[src/tpl_pkg.sv]
`timescale 1ns / 1ps
// ----------------------------------------------------------------------------
// tpl_pkg
// Shared types, constants and coefficient ROM for the thermistor polynomial
// linearizer: fixed-point widths, channel words and Horner step helpers.
// ----------------------------------------------------------------------------
package tpl_pkg;

  // Channel field widths
  localparam int X_W       = 18;   // sample, unsigned Q2.16 volts
  localparam int X_FRAC    = 16;
  localparam int TEMP_W    = 32;   // signed Q16.16
  localparam int RES_W     = 32;   // unsigned Q24.8
  localparam int CFG_ADDR_W = 8;
  localparam int CFG_DATA_W = 32;

  // Register map
  localparam logic [CFG_ADDR_W-1:0] REG_TEMP_LOW  = CFG_ADDR_W'(0);
  localparam logic [CFG_ADDR_W-1:0] REG_TEMP_HIGH = CFG_ADDR_W'(1);
  localparam logic [CFG_ADDR_W-1:0] REG_RES_LOW   = CFG_ADDR_W'(2);
  localparam logic [CFG_ADDR_W-1:0] REG_RES_HIGH  = CFG_ADDR_W'(3);

  // Valid span of the polynomial fit: 0.98 V .. 2.82 V in Q2.16
  localparam logic [X_W-1:0] SPAN_LOW_FIRST = X_W'(64226);
  localparam logic [X_W-1:0] SPAN_HIGH_LAST = X_W'(184811);

  // Accumulator: signed Q56.48, handled as four 26-bit limbs in the multiply
  localparam int COEF_FRAC = 48;
  localparam int ACC_W     = 104;
  localparam int LIMB_W    = 26;
  localparam int N_LIMBS   = ACC_W / LIMB_W;
  localparam int PP_W      = LIMB_W + X_W + 1;   // one limb times the sample
  localparam int SUM_W     = PP_W + LIMB_W + 1;  // two adjacent limb products
  localparam int PROD_W    = ACC_W + X_FRAC;     // full product kept before shift

  // Output rounding points
  localparam int T_LSB = COEF_FRAC - 16;
  localparam int R_LSB = COEF_FRAC - 8;

  // Polynomial sizes
  localparam int TEMP_TERMS   = 8;
  localparam int RES_TERMS    = 17;
  localparam int TEMP_ROM_LEN = 8;
  localparam int RES_ROM_LEN  = 17;
  localparam int TEMP_IDX_W   = (TEMP_ROM_LEN > 1) ? $clog2(TEMP_ROM_LEN) : 1;
  localparam int RES_IDX_W    = (RES_ROM_LEN > 1) ? $clog2(RES_ROM_LEN) : 1;

  // One cell per Horner step of the longer polynomial; the shorter one sees
  // leading zero coefficients, which keep its accumulator at zero.
  localparam int N_CELLS   = (TEMP_TERMS > RES_TERMS) ? TEMP_TERMS : RES_TERMS;
  localparam int STEP_MAXA = (N_CELLS > RES_ROM_LEN) ? N_CELLS : RES_ROM_LEN;
  localparam int STEP_SPAN = (STEP_MAXA > TEMP_ROM_LEN) ? STEP_MAXA : TEMP_ROM_LEN;
  localparam int STEP_W    = (STEP_SPAN > 1) ? $clog2(STEP_SPAN) : 1;

  localparam logic [63:0] DEC_ONE = 64'd1000000000000000000;

  typedef logic signed [ACC_W-1:0] acc_t;
  typedef logic signed [PP_W-1:0]  pp_t;
  typedef logic signed [SUM_W-1:0] sum_t;

  typedef enum logic [1:0] {
    SPAN_IN    = 2'd0,
    SPAN_BELOW = 2'd1,
    SPAN_ABOVE = 2'd2
  } span_t;

  // Word handed from cell to cell
  typedef struct packed {
    logic [X_W-1:0] x;
    span_t          span;
    acc_t           acc_temp;
    acc_t           acc_res;
  } cell_word_t;

  // Limit registers
  typedef struct packed {
    logic signed [TEMP_W-1:0] temp_low;
    logic signed [TEMP_W-1:0] temp_high;
    logic [RES_W-1:0]         res_low;
    logic [RES_W-1:0]         res_high;
  } limits_t;

  localparam limits_t LIMITS_RST = '{
    temp_low:  -32'sd2621440,
    temp_high: 32'sd8192000,
    res_low:   32'd0,
    res_high:  32'd256000000
  };

  // Decimal coefficient (integer part, 18 fraction digits) to Q.48, rounded
  // half up on magnitude. Used only to build the constant ROMs below.
  function automatic acc_t coef_fixed(input logic neg, input logic [63:0] ip,
                                      input logic [63:0] fr);
    logic [63:0]      f;
    logic [63:0]      bits;
    logic [63:0]      ipv;
    logic [ACC_W-1:0] mag;
    f    = fr;
    bits = '0;
    ipv  = ip;
    for (int k = 0; k < COEF_FRAC; k++) begin
      f    = f << 1;
      bits = bits << 1;
      if (f >= DEC_ONE) begin
        bits = bits | 64'd1;
        f    = f - DEC_ONE;
      end
    end
    f = f << 1;
    if (f >= DEC_ONE) begin
      bits = bits + 64'd1;
    end
    if (bits[COEF_FRAC]) begin
      ipv             = ipv + 64'd1;
      bits[COEF_FRAC] = 1'b0;
    end
    mag = {ipv[ACC_W-COEF_FRAC-1:0], bits[COEF_FRAC-1:0]};
    return neg ? acc_t'(-mag) : acc_t'(mag);
  endfunction

  // Temperature fit, degree 7
  localparam acc_t TEMP_ROM [TEMP_ROM_LEN] = '{
    coef_fixed(1'b0, 64'd5434,  64'd232117314088100101),
    coef_fixed(1'b1, 64'd20169, 64'd466246021467668470),
    coef_fixed(1'b0, 64'd32463, 64'd933111048056161962),
    coef_fixed(1'b1, 64'd28938, 64'd226799701478739734),
    coef_fixed(1'b0, 64'd15353, 64'd409347028060437878),
    coef_fixed(1'b1, 64'd4841,  64'd37714594773206044),
    coef_fixed(1'b0, 64'd839,   64'd510375889344686584),
    coef_fixed(1'b1, 64'd61,    64'd781542503544187638)
  };

  // Resistance fit, degree 16
  localparam acc_t RES_ROM [RES_ROM_LEN] = '{
    coef_fixed(1'b0, 64'd2632885515,  64'd135468006134033203),
    coef_fixed(1'b1, 64'd17311600570, 64'd389953613281250000),
    coef_fixed(1'b0, 64'd47184509415, 64'd495796203613281250),
    coef_fixed(1'b1, 64'd63846048453, 64'd618972778320312500),
    coef_fixed(1'b0, 64'd30425587321, 64'd680206298828125000),
    coef_fixed(1'b0, 64'd32478530833, 64'd112487792968750000),
    coef_fixed(1'b1, 64'd55239679692, 64'd875663757324218750),
    coef_fixed(1'b0, 64'd12613996299, 64'd498186111450195312),
    coef_fixed(1'b0, 64'd45302555776, 64'd647583007812500000),
    coef_fixed(1'b1, 64'd65979595200, 64'd796844482421875000),
    coef_fixed(1'b0, 64'd49283512285, 64'd732421875000000),
    coef_fixed(1'b1, 64'd23980911162, 64'd897621154785156250),
    coef_fixed(1'b0, 64'd8027982169,  64'd407816886901855468),
    coef_fixed(1'b1, 64'd1848415946,  64'd544223785400390625),
    coef_fixed(1'b0, 64'd281176298,   64'd883506834506988525),
    coef_fixed(1'b1, 64'd25534498,    64'd307311791926622390),
    coef_fixed(1'b0, 64'd1050791,     64'd210161465452983975)
  };

  // Coefficient of a Horner step; zero past the term count or the ROM
  function automatic acc_t temp_coef(input logic [STEP_W-1:0] i);
    acc_t c;
    c = '0;
    if (int'(i) < TEMP_TERMS && int'(i) < TEMP_ROM_LEN) begin
      c = TEMP_ROM[i[TEMP_IDX_W-1:0]];
    end
    return c;
  endfunction

  function automatic acc_t res_coef(input logic [STEP_W-1:0] i);
    acc_t c;
    c = '0;
    if (int'(i) < RES_TERMS && int'(i) < RES_ROM_LEN) begin
      c = RES_ROM[i[RES_IDX_W-1:0]];
    end
    return c;
  endfunction

  // One accumulator limb times the sample; the top limb carries the sign
  function automatic pp_t limb_mul(input acc_t a, input logic [X_W-1:0] x,
                                   input int j);
    logic [LIMB_W-1:0]   limb;
    logic signed [LIMB_W:0] a_s;
    logic signed [X_W:0] x_s;
    pp_t                 p;
    limb = a[j*LIMB_W +: LIMB_W];
    a_s  = (j == N_LIMBS - 1) ? {limb[LIMB_W-1], limb} : {1'b0, limb};
    x_s  = {1'b0, x};
    p    = a_s * x_s;
    return p;
  endfunction

  // Two adjacent limb products folded into one partial sum
  function automatic sum_t pair_sum(input pp_t lo, input pp_t hi);
    sum_t a;
    sum_t b;
    a = lo;
    b = hi;
    return a + (b <<< LIMB_W);
  endfunction

  // floor(acc * x / 2^16) + c, wrapping in the accumulator width
  function automatic acc_t horner_fold(input sum_t lo, input sum_t hi, input acc_t c);
    logic signed [PROD_W-1:0] l;
    logic signed [PROD_W-1:0] h;
    logic signed [PROD_W-1:0] p;
    l = lo;
    h = hi;
    p = (h <<< (2 * LIMB_W)) + l;
    return acc_t'(p[PROD_W-1:X_FRAC] + c);
  endfunction

endpackage

[src/tpl_out_if.sv]
`timescale 1ns / 1ps
// ----------------------------------------------------------------------------
// tpl_out_if
// Result channel: temperature, resistance and span flag per word.
// ----------------------------------------------------------------------------
interface tpl_out_if;
  logic                             valid;
  logic                             ready;
  logic signed [tpl_pkg::TEMP_W-1:0] temperature;
  logic [tpl_pkg::RES_W-1:0]        resistance;
  logic                             out_of_span;

  modport source (output valid, output temperature, output resistance,
                  output out_of_span, input ready);
  modport sink   (input valid, input temperature, input resistance,
                  input out_of_span, output ready);
endinterface

[src/tpl_out.sv]
`timescale 1ns / 1ps
// ----------------------------------------------------------------------------
// tpl_out
// Converts the final accumulators to the output formats, applies the span
// limits and holds results in a two-word output buffer.
// ----------------------------------------------------------------------------
module tpl_out (
  input  logic                  clk,
  input  logic                  rst_n,
  input  logic                  tail_v,
  input  tpl_pkg::cell_word_t   tail_d,
  input  tpl_pkg::limits_t      limits,
  output logic                  en,
  tpl_out_if.source             out_bus
);

  typedef struct packed {
    logic signed [tpl_pkg::TEMP_W-1:0] temperature;
    logic [tpl_pkg::RES_W-1:0]         resistance;
    logic                              out_of_span;
  } res_word_t;

  localparam int T_TOP = tpl_pkg::T_LSB + tpl_pkg::TEMP_W;
  localparam int R_TOP = tpl_pkg::R_LSB + tpl_pkg::RES_W;

  tpl_pkg::acc_t  t_sum;
  tpl_pkg::acc_t  r_sum;
  logic           t_fits;
  logic           r_fits;
  logic signed [tpl_pkg::TEMP_W-1:0] t_val;
  logic [tpl_pkg::RES_W-1:0]         r_val;
  res_word_t      conv;

  logic           main_v_r;
  logic           skid_v_r;
  res_word_t      main_r;
  res_word_t      skid_r;
  logic           pop;
  logic           arrive;

  // round half up, then saturate to the field
  always_comb begin
    t_sum  = tail_d.acc_temp + (tpl_pkg::acc_t'(1) <<< (tpl_pkg::T_LSB - 1));
    t_fits = (&t_sum[tpl_pkg::ACC_W-1:T_TOP-1]) || !(|t_sum[tpl_pkg::ACC_W-1:T_TOP-1]);
    if (t_fits) begin
      t_val = t_sum[T_TOP-1:tpl_pkg::T_LSB];
    end else if (t_sum[tpl_pkg::ACC_W-1]) begin
      t_val = {1'b1, {(tpl_pkg::TEMP_W-1){1'b0}}};
    end else begin
      t_val = {1'b0, {(tpl_pkg::TEMP_W-1){1'b1}}};
    end

    r_sum  = tail_d.acc_res + (tpl_pkg::acc_t'(1) <<< (tpl_pkg::R_LSB - 1));
    r_fits = !(|r_sum[tpl_pkg::ACC_W-1:R_TOP]);
    if (tail_d.acc_res[tpl_pkg::ACC_W-1]) begin
      r_val = '0;
    end else if (r_fits) begin
      r_val = r_sum[R_TOP-1:tpl_pkg::R_LSB];
    end else begin
      r_val = '1;
    end
  end

  // limits replace the fit outside the span
  always_comb begin
    unique case (tail_d.span)
      tpl_pkg::SPAN_BELOW: begin
        conv.temperature = limits.temp_high;
        conv.resistance  = limits.res_low;
        conv.out_of_span = 1'b1;
      end
      tpl_pkg::SPAN_ABOVE: begin
        conv.temperature = limits.temp_low;
        conv.resistance  = limits.res_high;
        conv.out_of_span = 1'b1;
      end
      default: begin
        conv.temperature = t_val;
        conv.resistance  = r_val;
        conv.out_of_span = 1'b0;
      end
    endcase
  end

  // main register plus skid word; the chain runs while the skid is empty
  assign en     = !skid_v_r;
  assign pop    = main_v_r && out_bus.ready;
  assign arrive = tail_v && en;

  always_ff @(posedge clk) begin
    if (!rst_n) begin
      main_v_r <= 1'b0;
      skid_v_r <= 1'b0;
    end else if (skid_v_r) begin
      if (pop) begin
        main_v_r <= 1'b1;
        skid_v_r <= 1'b0;
      end
    end else if (!main_v_r || pop) begin
      main_v_r <= arrive;
    end else if (arrive) begin
      skid_v_r <= 1'b1;
    end

    if (skid_v_r) begin
      if (pop) begin
        main_r <= skid_r;
      end
    end else if (!main_v_r || pop) begin
      main_r <= conv;
    end else if (arrive) begin
      skid_r <= conv;
    end
  end

  assign out_bus.valid       = main_v_r;
  assign out_bus.temperature = main_r.temperature;
  assign out_bus.resistance  = main_r.resistance;
  assign out_bus.out_of_span = main_r.out_of_span;

endmodule

[src/flat_wrapper.sv]
// flat-port wrapper written by rule: the top's interface ports become plain ports
module tpl_out_flat 
  (clk, rst_n, tail_v, tail_d, limits, en, out_bus_valid, out_bus_temperature, out_bus_resistance, out_bus_out_of_span, out_bus_ready);
  tpl_out_if out_bus_i ();
  input  logic clk;
  input  logic rst_n;
  input  logic tail_v;
  input  tpl_pkg::cell_word_t tail_d;
  input  tpl_pkg::limits_t limits;
  output logic en;
  output wire logic [$bits(out_bus_i.valid)-1:0] out_bus_valid;
  output wire logic [$bits(out_bus_i.temperature)-1:0] out_bus_temperature;
  output wire logic [$bits(out_bus_i.resistance)-1:0] out_bus_resistance;
  output wire logic [$bits(out_bus_i.out_of_span)-1:0] out_bus_out_of_span;
  input wire logic [$bits(out_bus_i.ready)-1:0] out_bus_ready;
  assign out_bus_valid = out_bus_i.valid;
  assign out_bus_temperature = out_bus_i.temperature;
  assign out_bus_resistance = out_bus_i.resistance;
  assign out_bus_out_of_span = out_bus_i.out_of_span;
  assign out_bus_i.ready = out_bus_ready;
  tpl_out u_core (.clk(clk), .rst_n(rst_n), .tail_v(tail_v), .tail_d(tail_d), .limits(limits), .en(en), .out_bus(out_bus_i));
endmodule
[config.mk]
export PLATFORM = sky130hd
export DESIGN_NAME = tpl_out_flat
export DESIGN_NICKNAME = d
export VERILOG_FILES = /design/src/tpl_pkg.sv /design/src/tpl_out_if.sv /design/src/tpl_out.sv /design/src/flat_wrapper.sv
export SDC_FILE = /design/constraint.sdc
export NUM_CORES = 1
export LEC_CHECK = 0
export BUFFER_PORTS_ARGS = -buffer_cell sky130_fd_sc_hd__buf_2
export CAP_MARGIN = 25
export CORE_AREA = 2 2 166 168
export DETAILED_ROUTE_END_ITERATION = 10
export DIE_AREA = 0 0 168 170
export PLACE_DENSITY = 0.74
export SYNTH_ARGS = -nofsm -noshare
export SYNTH_HDL_FRONTEND = slang
export SYNTH_SLANG_ARGS = --single-unit
export TNS_END_PERCENT = 100
[constraint.sdc]
create_clock -name clk -period 8.8 [get_ports clk]
set_clock_uncertainty 0.2 [all_clocks]
set_input_delay 0.88 -clock clk [delete_from_list [all_inputs] [get_ports clk]]
set_output_delay 0.88 -clock clk [all_outputs]
set_load 0.05 [all_outputs]
# After elaboration in Yosys (flattened, before gate mapping)
# Index checks and enable logic that the tools add are counted.
[totals] ff_bits=132 input_bits=360 out_inout_bits=67 wordCells=43
[classes] add_sub_neg=2 n_eq_ne=3 muxes=15 bitwise=2 reduce_logical=13
[op_table] cell="$mux W65" count=3
[op_table] cell="$pmux W65 S2" count=1
[op_table] cell="$mux W32" count=4
[op_table] cell="$add A104 B33 Y104 const B" count=1
[op_table] cell="$add A104 B41 Y104 const B" count=1
[op_table] cell="$reduce_and A41 Y1" count=1
[op_table] cell="$reduce_or A41 Y1" count=1
[op_table] cell="$reduce_or A32 Y1" count=1
[op_table] cell="$mux W1" count=7
[op_table] cell="$logic_not A1 Y1" count=3
[op_table] cell="$reduce_and A3 Y1" count=1
[op_table] cell="$eq A2 B1 Y1 const B" count=1
[op_table] cell="$eq A2 B2 Y1 const B" count=1
[op_table] cell="$logic_and A1 B1 Y1" count=2
[op_table] cell="$logic_or A1 B1 Y1" count=2
[op_table] cell="$ne A2 B2 Y1 const B" count=1
[op_table] cell="$not A1 Y1" count=2
[op_table] cell="$reduce_and A2 Y1" count=1
[op_table] cell="$reduce_bool A2 Y1" count=1

# Longest topological paths before layout
# Gate-level depths: netlist (run 1).
[depth] word_depth=8 mapped_depth=14 depth_no_buf=11

# Least setup slack after synthesis (run 1)
# OpenSTA, ideal clock, no wires.
[synth_timing] path_kind="reg-to-reg" startpoint="reg u_core.skid_v_r" endpoint="reg u_core.skid_r[0] (netlist name) (enable)" setup_time_ns=0.583 arrival_time_ns=6.180 required_time_ns=8.017 path_slack_ns=1.837 stages_incl_launch_ff=6 n_path_buf=2 period_less_slack_ns=6.963 cell_sequence="dfxtp_1 > clkbuf_1 > inv_2 > buf_1 > nand2_1 > nor3b_1"
[synth_via] elab_chain_len=3 word_cells_on_any_way=4 classes_between="bitwise: 1; reduce/logical: 3"
[synth_rtl] element="start: declaration" line="tpl_out.sv:35" rtl="logic skid_v_r;"
[synth_rtl] element="start signal: assignment" line="tpl_out.sv:93" rtl="skid_v_r <= 1'b0;"
[synth_rtl] element="start signal: assignment" line="tpl_out.sv:97" rtl="skid_v_r <= 1'b0;"
[synth_rtl] element="start signal: assignment" line="tpl_out.sv:102" rtl="skid_v_r <= 1'b1;"
[synth_rtl] element="$logic_not A1 Y1" line="tpl_out.sv:86" rtl="assign en = !skid_v_r;"
[synth_rtl] element="net en" line="flat_wrapper.sv:10" rtl="output logic en;"
[synth_rtl] element="$logic_and A1 B1 Y1" line="tpl_out.sv:88" rtl="assign arrive = tail_v && en;"
[synth_rtl] element="$reduce_and A3 Y1 (no source line)"
[synth_rtl] element="end signal: assignment" line="tpl_out.sv:112" rtl="skid_r <= conv;"
[synth_rtl] element="end: declaration" line="tpl_out.sv:37" rtl="res_word_t skid_r;"
# The timed path passes the listed nets, and every way through them passes these cells.
# A chain may end at the register's enable or synchronous reset.

# Worst setup path after layout (run 1)
[layout_timing] startpoint="in tail_d[165] (netlist name)" endpoint="reg u_core.main_r (netlist bit u_core.out_bus.temperature[28]), data pin"
[layout_via] elab_chain_len=8 word_cells_on_any_way=10 classes_between="add/sub: 1; mux: 5; reduce/logical: 4"
[layout_rtl] element="start: declaration" line="flat_wrapper.sv:8" rtl="input tpl_pkg::cell_word_t tail_d;"
[layout_rtl] element="$add A104 B33 Y104 (*)" line="tpl_out.sv:43" rtl="t_sum = tail_d.acc_temp + (tpl_pkg::acc_t'(1) <<< (tpl_pkg::T_LSB - 1));"
[layout_rtl] element="$reduce_or A41 Y1" line="tpl_out.sv:44" rtl="t_fits = (&t_sum[tpl_pkg::ACC_W-1:T_TOP-1]) || !(|t_sum[tpl_pkg::ACC_W-1:T_TOP-1]);"
[layout_rtl] element="$logic_not A1 Y1" line="tpl_out.sv:44"
[layout_rtl] element="$logic_or A1 B1 Y1" line="tpl_out.sv:44"
[layout_rtl] element="$mux W32 (*)" line="tpl_out.sv:45" rtl="if (t_fits) begin"
[layout_rtl] element="$pmux W65 S2 (*)" line="tpl_out.sv:66" rtl="unique case (tail_d.span)"
[layout_rtl] element="$mux W65 (*)" line="tpl_out.sv:109" rtl="end else if (!main_v_r || pop) begin"
[layout_rtl] element="$mux W65 (*)" line="tpl_out.sv:105" rtl="if (skid_v_r) begin"
[layout_rtl] element="end signal: assignment" line="tpl_out.sv:107" rtl="main_r <= skid_r;"
[layout_rtl] element="end signal: assignment" line="tpl_out.sv:110" rtl="main_r <= conv;"
[layout_rtl] element="end: declaration" line="tpl_out.sv:36" rtl="res_word_t main_r;"
# Mark *: on every way between the ends. The rest lies on a longest branch, timed or not. The select of a mux whose other input is x is not followed.

==> results.toml, run 1 <==
[setup_path]
path_class = "in2reg"
crit_fanout = 29
crit_slowest_cell = "nor4_2"
start_kind = "primary input"
critPathArrivalTime_ns = 5.49
required_ns = 8.84
cp_common_cell = "nand3_1"
max_stage_delay_ns = 0.75
end_kind = "flop"
crit_chain = "buf_2, nand3_1, nor4_2, nand3_1, or4_1, a22o_1, nor4_1, and4_1, or2_2, nand2_1, buf_16, o31ai_1"

[sta]
fmax_mhz = 183.5
maxSlewViolCount = 0
period_share_pct = 61.94
worstMarginPinSlew_ns = 1.063
relSlewSlack_pct = 28.55
min_period_ns = 5.450
setup_tns_ns = 0
hold_viol_final = 0
setup_violations = 0
rsz0062_at_grt = "no"
hold_ws_ns = 0.3280
postLayoutSetupSlackWorst_ns = 3.350

[floorplanning]
chipHeight_um = 170
ioPinCount = 427
start_util_pct = 39.71
coreArea_mm2 = 0.02665
dieArea_mm2 = 0.02856
num_rows = 60
die_x_um = 168

[logic_synthesis]
synth-edff-count = 130
dominantRegCellSynth = "edfxtp_1"
synthesis.nets = 1631
synth.distinct_cells = 66
yosysWarnings = 0
async_flop_share_pct = 0
syn_area_per_cell_um2 = 8.354
synth-seq-cells = 132
yosysSeqAreaShare_pct = 37.26
synth_area_mm2 = 0.01058
syn_inst = 1267

[power]
p_leak_nw = 4.841
cellPowerDensity_mw_per_mm2 = 166.6
vdd_drop_max_uv = 120.4
power_w = 0.002205

[worst_hold_path]
hold_path.class = "reg2reg"

[route]
drtAntennaViolNets = 0
drt_first_pass_iters = 5
wl_mm = 39.10
vias = 11782
drt_iter0_drc = 1338
viasPerCell = 6.146
drc = 0
wire_per_inst_um = 20.40

[global_route]
overflow = 0
grt_max_degree = 88
grt_pass1_wl_mm = 58.26
grt_use_total_pct = 26.15
grt_antenna_before_repair = 0
grt_pass1_vias = 10640

[clock_tree]
clock-sinks = 132
post_cts_resized = 0
path_clk_slew_ns = 0.06
insertion_delay_ns = 0.42
postCtsSetupBuffers = 0
cts_buffers = 17
cts_tree = "yes"
clock_path_buffers = 2
cts_max_level = 4
cts_root_buf = "clkbuf_16"
cts_hold_buf = 0

[cells_and_area]
drive_above_1_share_pct = 26.59
stdcell_area_mm2 = 0.01323
fin_nets = 1927
diodes = 0
layout_common_cells = "buf_2 (338), nor2_1 (168), edfxtp_1 (130), a21oi_1 (77), nand2_1 (69)"
synthToLayoutAreaGrowth_pct = 25.04
final_common_cell = "buf_2"

[place]
gp_congestion = 0.9035
place_hpwl_mm = 28.56
pre_cts_ws_ns = 2.962
placed_cell_area_mm2 = 0.01260
numPortBuffers = 338

[job]
maxCapViolCount = 0

[run_status]
status = "completed"
[metrics by stage]
step,instances,util [%]
after floorplan,1267,-
after global placement,1884,47.19
after detailed placement,1885,47.29
after CTS,1917,49.66
after global routing,1917,49.66
final,1917,49.66
[registers in the layout, indices dropped and copies added, names as in the netlist]
name / count
u_core.out_bus.resistance: 32
u_core.out_bus.valid: 1
u_core.out_bus.out_of_span: 1
u_core.skid_r: 65
u_core.out_bus.temperature: 32
u_core.skid_v_r: 1
[synthesized netlist by cell type (4+ instances only)]
cell type,count,share of area (%)
xnor2_1,57,4.7
nand4_1,47,2.8
o31ai_1,32,2.3
nor4_1,37,2.2
ha_1,4,0.47
mux2i_1,5,0.47
nor2b_1,4,0.24
nand3_1,65,3.1
a22oi_1,33,2.3
nor3_1,67,3.2
o21a_1,5,0.35
edfxtp_1,130,37
nand2_1,69,2.4
a21oi_1,77,3.6
o21ai_0,40,1.9
inv_1,44,1.6
nor4_2,5,0.59
and4_1,13,1.1
nand2b_1,6,0.35
o31a_1,11,0.91
clkbuf_1,63,2.2
a221oi_1,32,2.6
and2_1,5,0.30
buf_1,8,0.28
a31oi_1,64,3.8
or2_2,8,0.47
or3_1,6,0.35
or4_1,5,0.35
and3_1,26,1.5
o22ai_1,38,2.2
xor2_1,37,3.1
o211ai_1,4,0.28
nor2_1,169,6.0
[layer usage]
| metal | global-route usage (%) | routed length (um) |
|---|---|---|
| met2 | 43.42 | 18640 |
| met3 | 3.535 | 3030 |
| met4 | 12.06 | 1554 |
| met1 | 33.97 | 15880 |
| met5 | 0 | 0 |
[cells by family (layout without fill, tap and decap cells)]
group / count (synthesis) / after routing / synth area share, %
xor+xnor: 94 / 94 / 7.779
flops: 132 / 132 / 37.26
compound gates: 357 / 357 / 22.07
simple gates: 556 / 556 / 27.63
buf+inv: 118 / 427 / 4.209
mux: 6 / 6 / 0.5793
fa+ha+maj: 4 / 4 / 0.4729
[report_power, final]
group	switching (W)	internal [W]	total, W
logic	0.000456	0.000184	0.000640
registers	0.0000207	0.000775	0.000796
clock network	0.000290	0.000479	0.000769
[worst max-delay path: cells and delay by family]
| kind | cells | cell delay (ns) |
|---|---|---|
| AOI/OAI and AO/OA | 2 | 0.51 |
| buffers and inverters | 2 | 0.43 |
| and+or+nand+nor | 8 | 3.66 |
[worst paths after layout]
kind	depth (start not counted)	to	slack, ns	start
hold reg to reg	1	u_core.out_bus.out_of_span	0.33	u_core.skid_r[0]
hold / removal	1	u_core.out_bus.out_of_span	0.33	u_core.skid_r[0]
setup / recovery	12	u_core.out_bus.temperature[28]	3.35	tail_d[165]
setup reg to reg	4	u_core.skid_r[33]	5.77	u_core.skid_v_r
[layout make-up]
type | instances | area (um2)
Clock inverter | 14 | 201.4
Clock buffer | 18 | 429.2
Multi-Input combinational cell | 1017 | 6259
Tap cell | 341 | 426.7
Inverter | 45 | 168.9
Sequential cell | 132 | 3948
Timing Repair Buffer | 350 | 1802
Fill cell | 2548 | 13420
Note: power is estimated with default switching activity, not from simulation.
==> run 2: changes to the inputs <==
- clock period: 8.8 -> 5.5 ns (I/O delays scaled with it)
==> results.toml, run 2 (same netlist as run 1, synthesis figures left out) <==
[setup_path]
crit_slowest_cell = "nor4_1"
cp_num_buf_inv = 2
path_delay_family = "simple AND/OR/NAND/NOR gates"
end_kind = "flop"
max_stage_delay_ns = 0.78
path_class = "in2reg"
crit_fanout = 56
cp_common_cell = "nand2_1"
start_kind = "primary input"
crit_chain = "buf_2, nand2_1, nor4_1, nand2_1, o31a_1, or4_1, or4_4, nor4_4, a21oi_4, buf_4, o21ai_0, a21oi_1"
required_ns = 5.43
critPathArrivalTime_ns = 4.45

[cells_and_area]
synthToLayoutAreaGrowth_pct = 27.02
stdcell_count = 1944
stdcell_area_mm2 = 0.01344
largest_reg_flops = 65
largest-register = "u_core.skid_r"
drive_above_1_share_pct = 27.43
layout_common_cells = "buf_2 (338), nor2_1 (168), edfxtp_1 (130), a21oi_1 (77), nand2_1 (69)"
utilization_pct = 50.45
final_common_cell = "buf_2"
fin_nets = 1949

[clock_tree]
cts_max_level = 4
post_cts_resized = 0
postCtsSetupBuffers = 0
clock_path_buffers = 2
path_clk_slew_ns = 0.06
cts_root_buf = "clkbuf_16"
cts_tree = "yes"
insertion_delay_ns = 0.42
cts_buffers = 17
clock-sinks = 132
cts_hold_buf = 0

[worst_hold_path]
hold_path.class = "in2reg"

[floorplanning]
start_util_pct = 39.71
chipHeight_um = 170
dieArea_mm2 = 0.02856
num_rows = 60
ioPinCount = 427
die_x_um = 168
coreArea_mm2 = 0.02665

[sta]
setup_violations = 0
worstMarginPinSlew_ns = 0.9037
min_period_ns = 4.524
rsz0062_at_grt = "no"
relSlewSlack_pct = 39.75
period_share_pct = 82.26
maxSlewViolCount = 0
fmax_mhz = 221.0
hold_viol_final = 0
setup_tns_ns = 0

[route]
vias = 11847
viasPerCell = 6.094
met3_length_mm = 3.685
wl_mm = 40.00
route.met2.wl_mm = 18.74
drtAntennaViolNets = 0
wire_per_inst_um = 20.57
drt_iter0_drc = 1388
met1Wirelength_mm = 16.27
drc = 0
routed.top_layer = "met5"
drt_first_pass_iters = 9

[power]
p_leak_nw = 4.958
cellPowerDensity_mw_per_mm2 = 260.7
power_w = 0.003506
vdd_drop_max_uv = 180.1

[place]
numPortBuffers = 338
place_hpwl_mm = 29.79
gp_congestion = 0.9540
place_inst = 1906
placed_cell_area_mm2 = 0.01279

[global_route]
grt_use_total_pct = 26.70
grt_pass1_wl_mm = 59.45
grt_pass1_vias = 10710
grt_antenna_before_repair = 7
overflow = 0
grt_max_degree = 102

[job]
maxCapViolCount = 0

[run_status]
status = "completed"
-- run 2: metal layers --
metal	track usage [%]	vias to the layer above
met5	0	-
met4	11.30	4
met3	4.860	82
met2	43.10	651
met1	35.30	5547
li1	-	5563
-- run 2: power breakdown --
part	switching [W]	total [W]	internal [W]
clock	0.000447	0.00120	0.000754
sequential	0.0000323	0.00127	0.00124
combinational	0.000733	0.00103	0.000300
total	0.00121	0.00351	0.00229
-- run 2: final timing paths --
path | startpoint | to | slack (ns) | depth (start not counted)
worst max-delay path | tail_d[197] | u_core.skid_r[41] | 0.98 | 12
worst min-delay path | rst_n | u_core.skid_v_r | 0.17 | 3
worst max register to register | u_core.skid_v_r | u_core.out_bus.resistance[6] | 2.40 | 6
worst min register to register | u_core.skid_r[43] | u_core.out_bus.temperature[10] | 0.34 | 2
-- run 2: metrics by stage --
step | hold slack (ns) | worst slack [ns]
after detailed placement | 0.3289 | 0.7373
final | 0.1693 | 0.9757
after CTS | 0.1561 | 1.142
after global routing | 0.1691 | 0.7686
after global placement | 0.3157 | 0.6977
after floorplan | 0.2986 | 0.8353
-- run 2: worst reg2reg max path, stage by stage, from the launching register on --
cell	delay (ns)
dfxtp_4	0.63
buf_16	0.33
inv_2	0.45
o21ai_2	0.46
buf_4	0.39
o22ai_1	0.11
a31oi_1	0.32
-- run 2: layout make-up --
cell class                 instances  area, um2
inverter                          45      168.9
clock buffer                      17      425.4
antenna                            6      15.01
timing repair buffer             372       2012
fill                            2520      13210
clock inverter                    14      183.9
sequential                       132       3948
tap                              341      426.7
multi-input combinational       1017       6265
==> run 3: changes to the inputs <==
- PLACE_DENSITY: 0.74 -> 0.76
- clock period: 5.5 -> 4.1 ns (I/O delays scaled with it)
==> results.toml, run 3 (same netlist as run 1, synthesis figures left out) <==
[setup_path]
start_kind = "primary input"
path_class = "in2reg"
reg2reg_from = "u_core.skid_v_r"
max_stage_delay_ns = 0.46
end_kind = "flop"
required_ns = 4.13
r2r-end = "u_core.skid_r[10]"
worstRegToRegCells = 4
crit_fanout = 14
critPathArrivalTime_ns = 3.92
crit_chain = "buf_2, nand3_1, buf_4, nor4_1, buf_4, nand4_1, buf_4, nor4_1, o22ai_1, nor4_1, buf_4, and4_1, or2_2, nand2_1, buf_12, buf_4, o31ai_1"
reg2reg_slack_ns = 1.43
crit_end = "u_core.out_bus.temperature[11]"
cp_common_cell = "buf_4"
setup.worst_path.start = "tail_d[152]"
crit_slowest_cell = "nor4_1"

[job]
maxCapViolCount = 0

[power]
p_leak_nw = 5.355
cellPowerDensity_mw_per_mm2 = 341.3
vdd_drop_max_uv = 296.2
power_w = 0.004798

[sta]
setup_violations = 0
worstMarginPinSlew_ns = 0.8157
min_period_ns = 3.892
hold_viol_final = 0
fmax_mhz = 256.9
hold_ws_ns = 0.03173
period_share_pct = 94.93
rsz0062_at_grt = "no"
maxSlewViolCount = 0
relSlewSlack_pct = 45.62

[clock_tree]
path_clk_slew_ns = 0.06
cts_max_level = 4
cts_buffers = 17
post_cts_resized = 0
clock_path_buffers = 2
insertion_delay_ns = 0.42
postCtsSetupBuffers = 0
clock-sinks = 132
cts_hold_buf = 0
cts_root_buf = "clkbuf_16"
cts_tree = "yes"

[cells_and_area]
utilization_pct = 52.76
largest_reg_flops = 65
stdcell_count = 2022
layout_common_cells = "buf_2 (338), nor2_1 (168), edfxtp_1 (130), buf_4 (112), a21oi_1 (77)"
synthToLayoutAreaGrowth_pct = 32.85
fillers = 2475
stdcell_area_mm2 = 0.01406
fin_nets = 2031
largest-register = "u_core.skid_r"
drive_above_1_share_pct = 31.13
final_common_cell = "buf_2"

[route]
viasPerCell = 6.049
drc = 0
drt_first_pass_iters = 7
vias = 12232
drtAntennaViolNets = 0
drt_iter0_drc = 1282
wl_mm = 40.38
wire_per_inst_um = 19.97

[place]
placed_cell_area_mm2 = 0.01341
place_inst = 1989
place_hpwl_mm = 30.67
numPortBuffers = 338
gp_congestion = 0.9792

[global_route]
grt_pass1_wl_mm = 60.46
grt_pass1_vias = 11100
grt_use_total_pct = 27.00
overflow = 0
grt_antenna_before_repair = 1
grt_max_degree = 66

[floorplanning]
dieArea_mm2 = 0.02856
coreArea_mm2 = 0.02665
ioPinCount = 427
start_util_pct = 39.71
die_x_um = 168
chipHeight_um = 170
num_rows = 60

[worst_hold_path]
hp-start = "rst_n"
hold_path.class = "in2reg"

[run_status]
status = "completed"
## run 3: worst min-delay path by stage
stage	end	slack, ns	cells past startpoint
2_1_floorplan	u_core.out_bus.out_of_span	0.30	1
3_3_place_gp	u_core.out_bus.out_of_span	0.31	1
3_5_place_dp	u_core.out_bus.out_of_span	0.31	1
4_1_cts	u_core.skid_v_r	0.01	3
5_1_grt	u_core.skid_v_r	0.04	3
6_report	u_core.skid_v_r	0.03	3
## run 3: area by class of cell
cell class                      instances  area, um2  share of cell area [%]
Clock inverter                         15      219.0                   1.557
Timing Repair Buffer                  454       2613                   18.58
Clock buffer                           17      425.4                   3.025
Tap cell                              341      426.7                   3.034
Sequential cell                       132       3948                   28.07
Multi-Input combinational cell       1017       6259                   44.51
Inverter                               45      168.9                   1.201
Antenna cell                            1      2.502                 0.01780
## run 3: worst max-delay path: cells and delay by family
family,cells,cell delay [ns]
AND/OR/NAND/NOR,8,1.78
AO/OA/AOI/OAI,2,0.38
buffers and inverters,7,1.32
## run 3: report_power, final
part	switching, W	internal, W	total, W
Combinational	0.000993	0.000431	0.00142
Sequential	0.0000469	0.00166	0.00171
Clock	0.000627	0.00104	0.00166
## run 3: per-layer routing
metal | global-route usage [%] | share of wire [%]
met1 | 34.21 | 40
met5 | 0 | 0
met3 | 3.767 | 8.6
met2 | 46.14 | 48
met4 | 11.76 | 3.8
## run 3: metrics by stage
| stage | TNS [ns] | worst slack (ns) |
|---|---|---|
| finish | 0 | 0.2078 |
| global route | 0 | 0.03717 |
| CTS | 0 | 0.3067 |
| detailed placement | -2.874 | -0.09480 |
| global placement | -1.425 | -0.09452 |
| floorplan | 0 | 0.1036 |
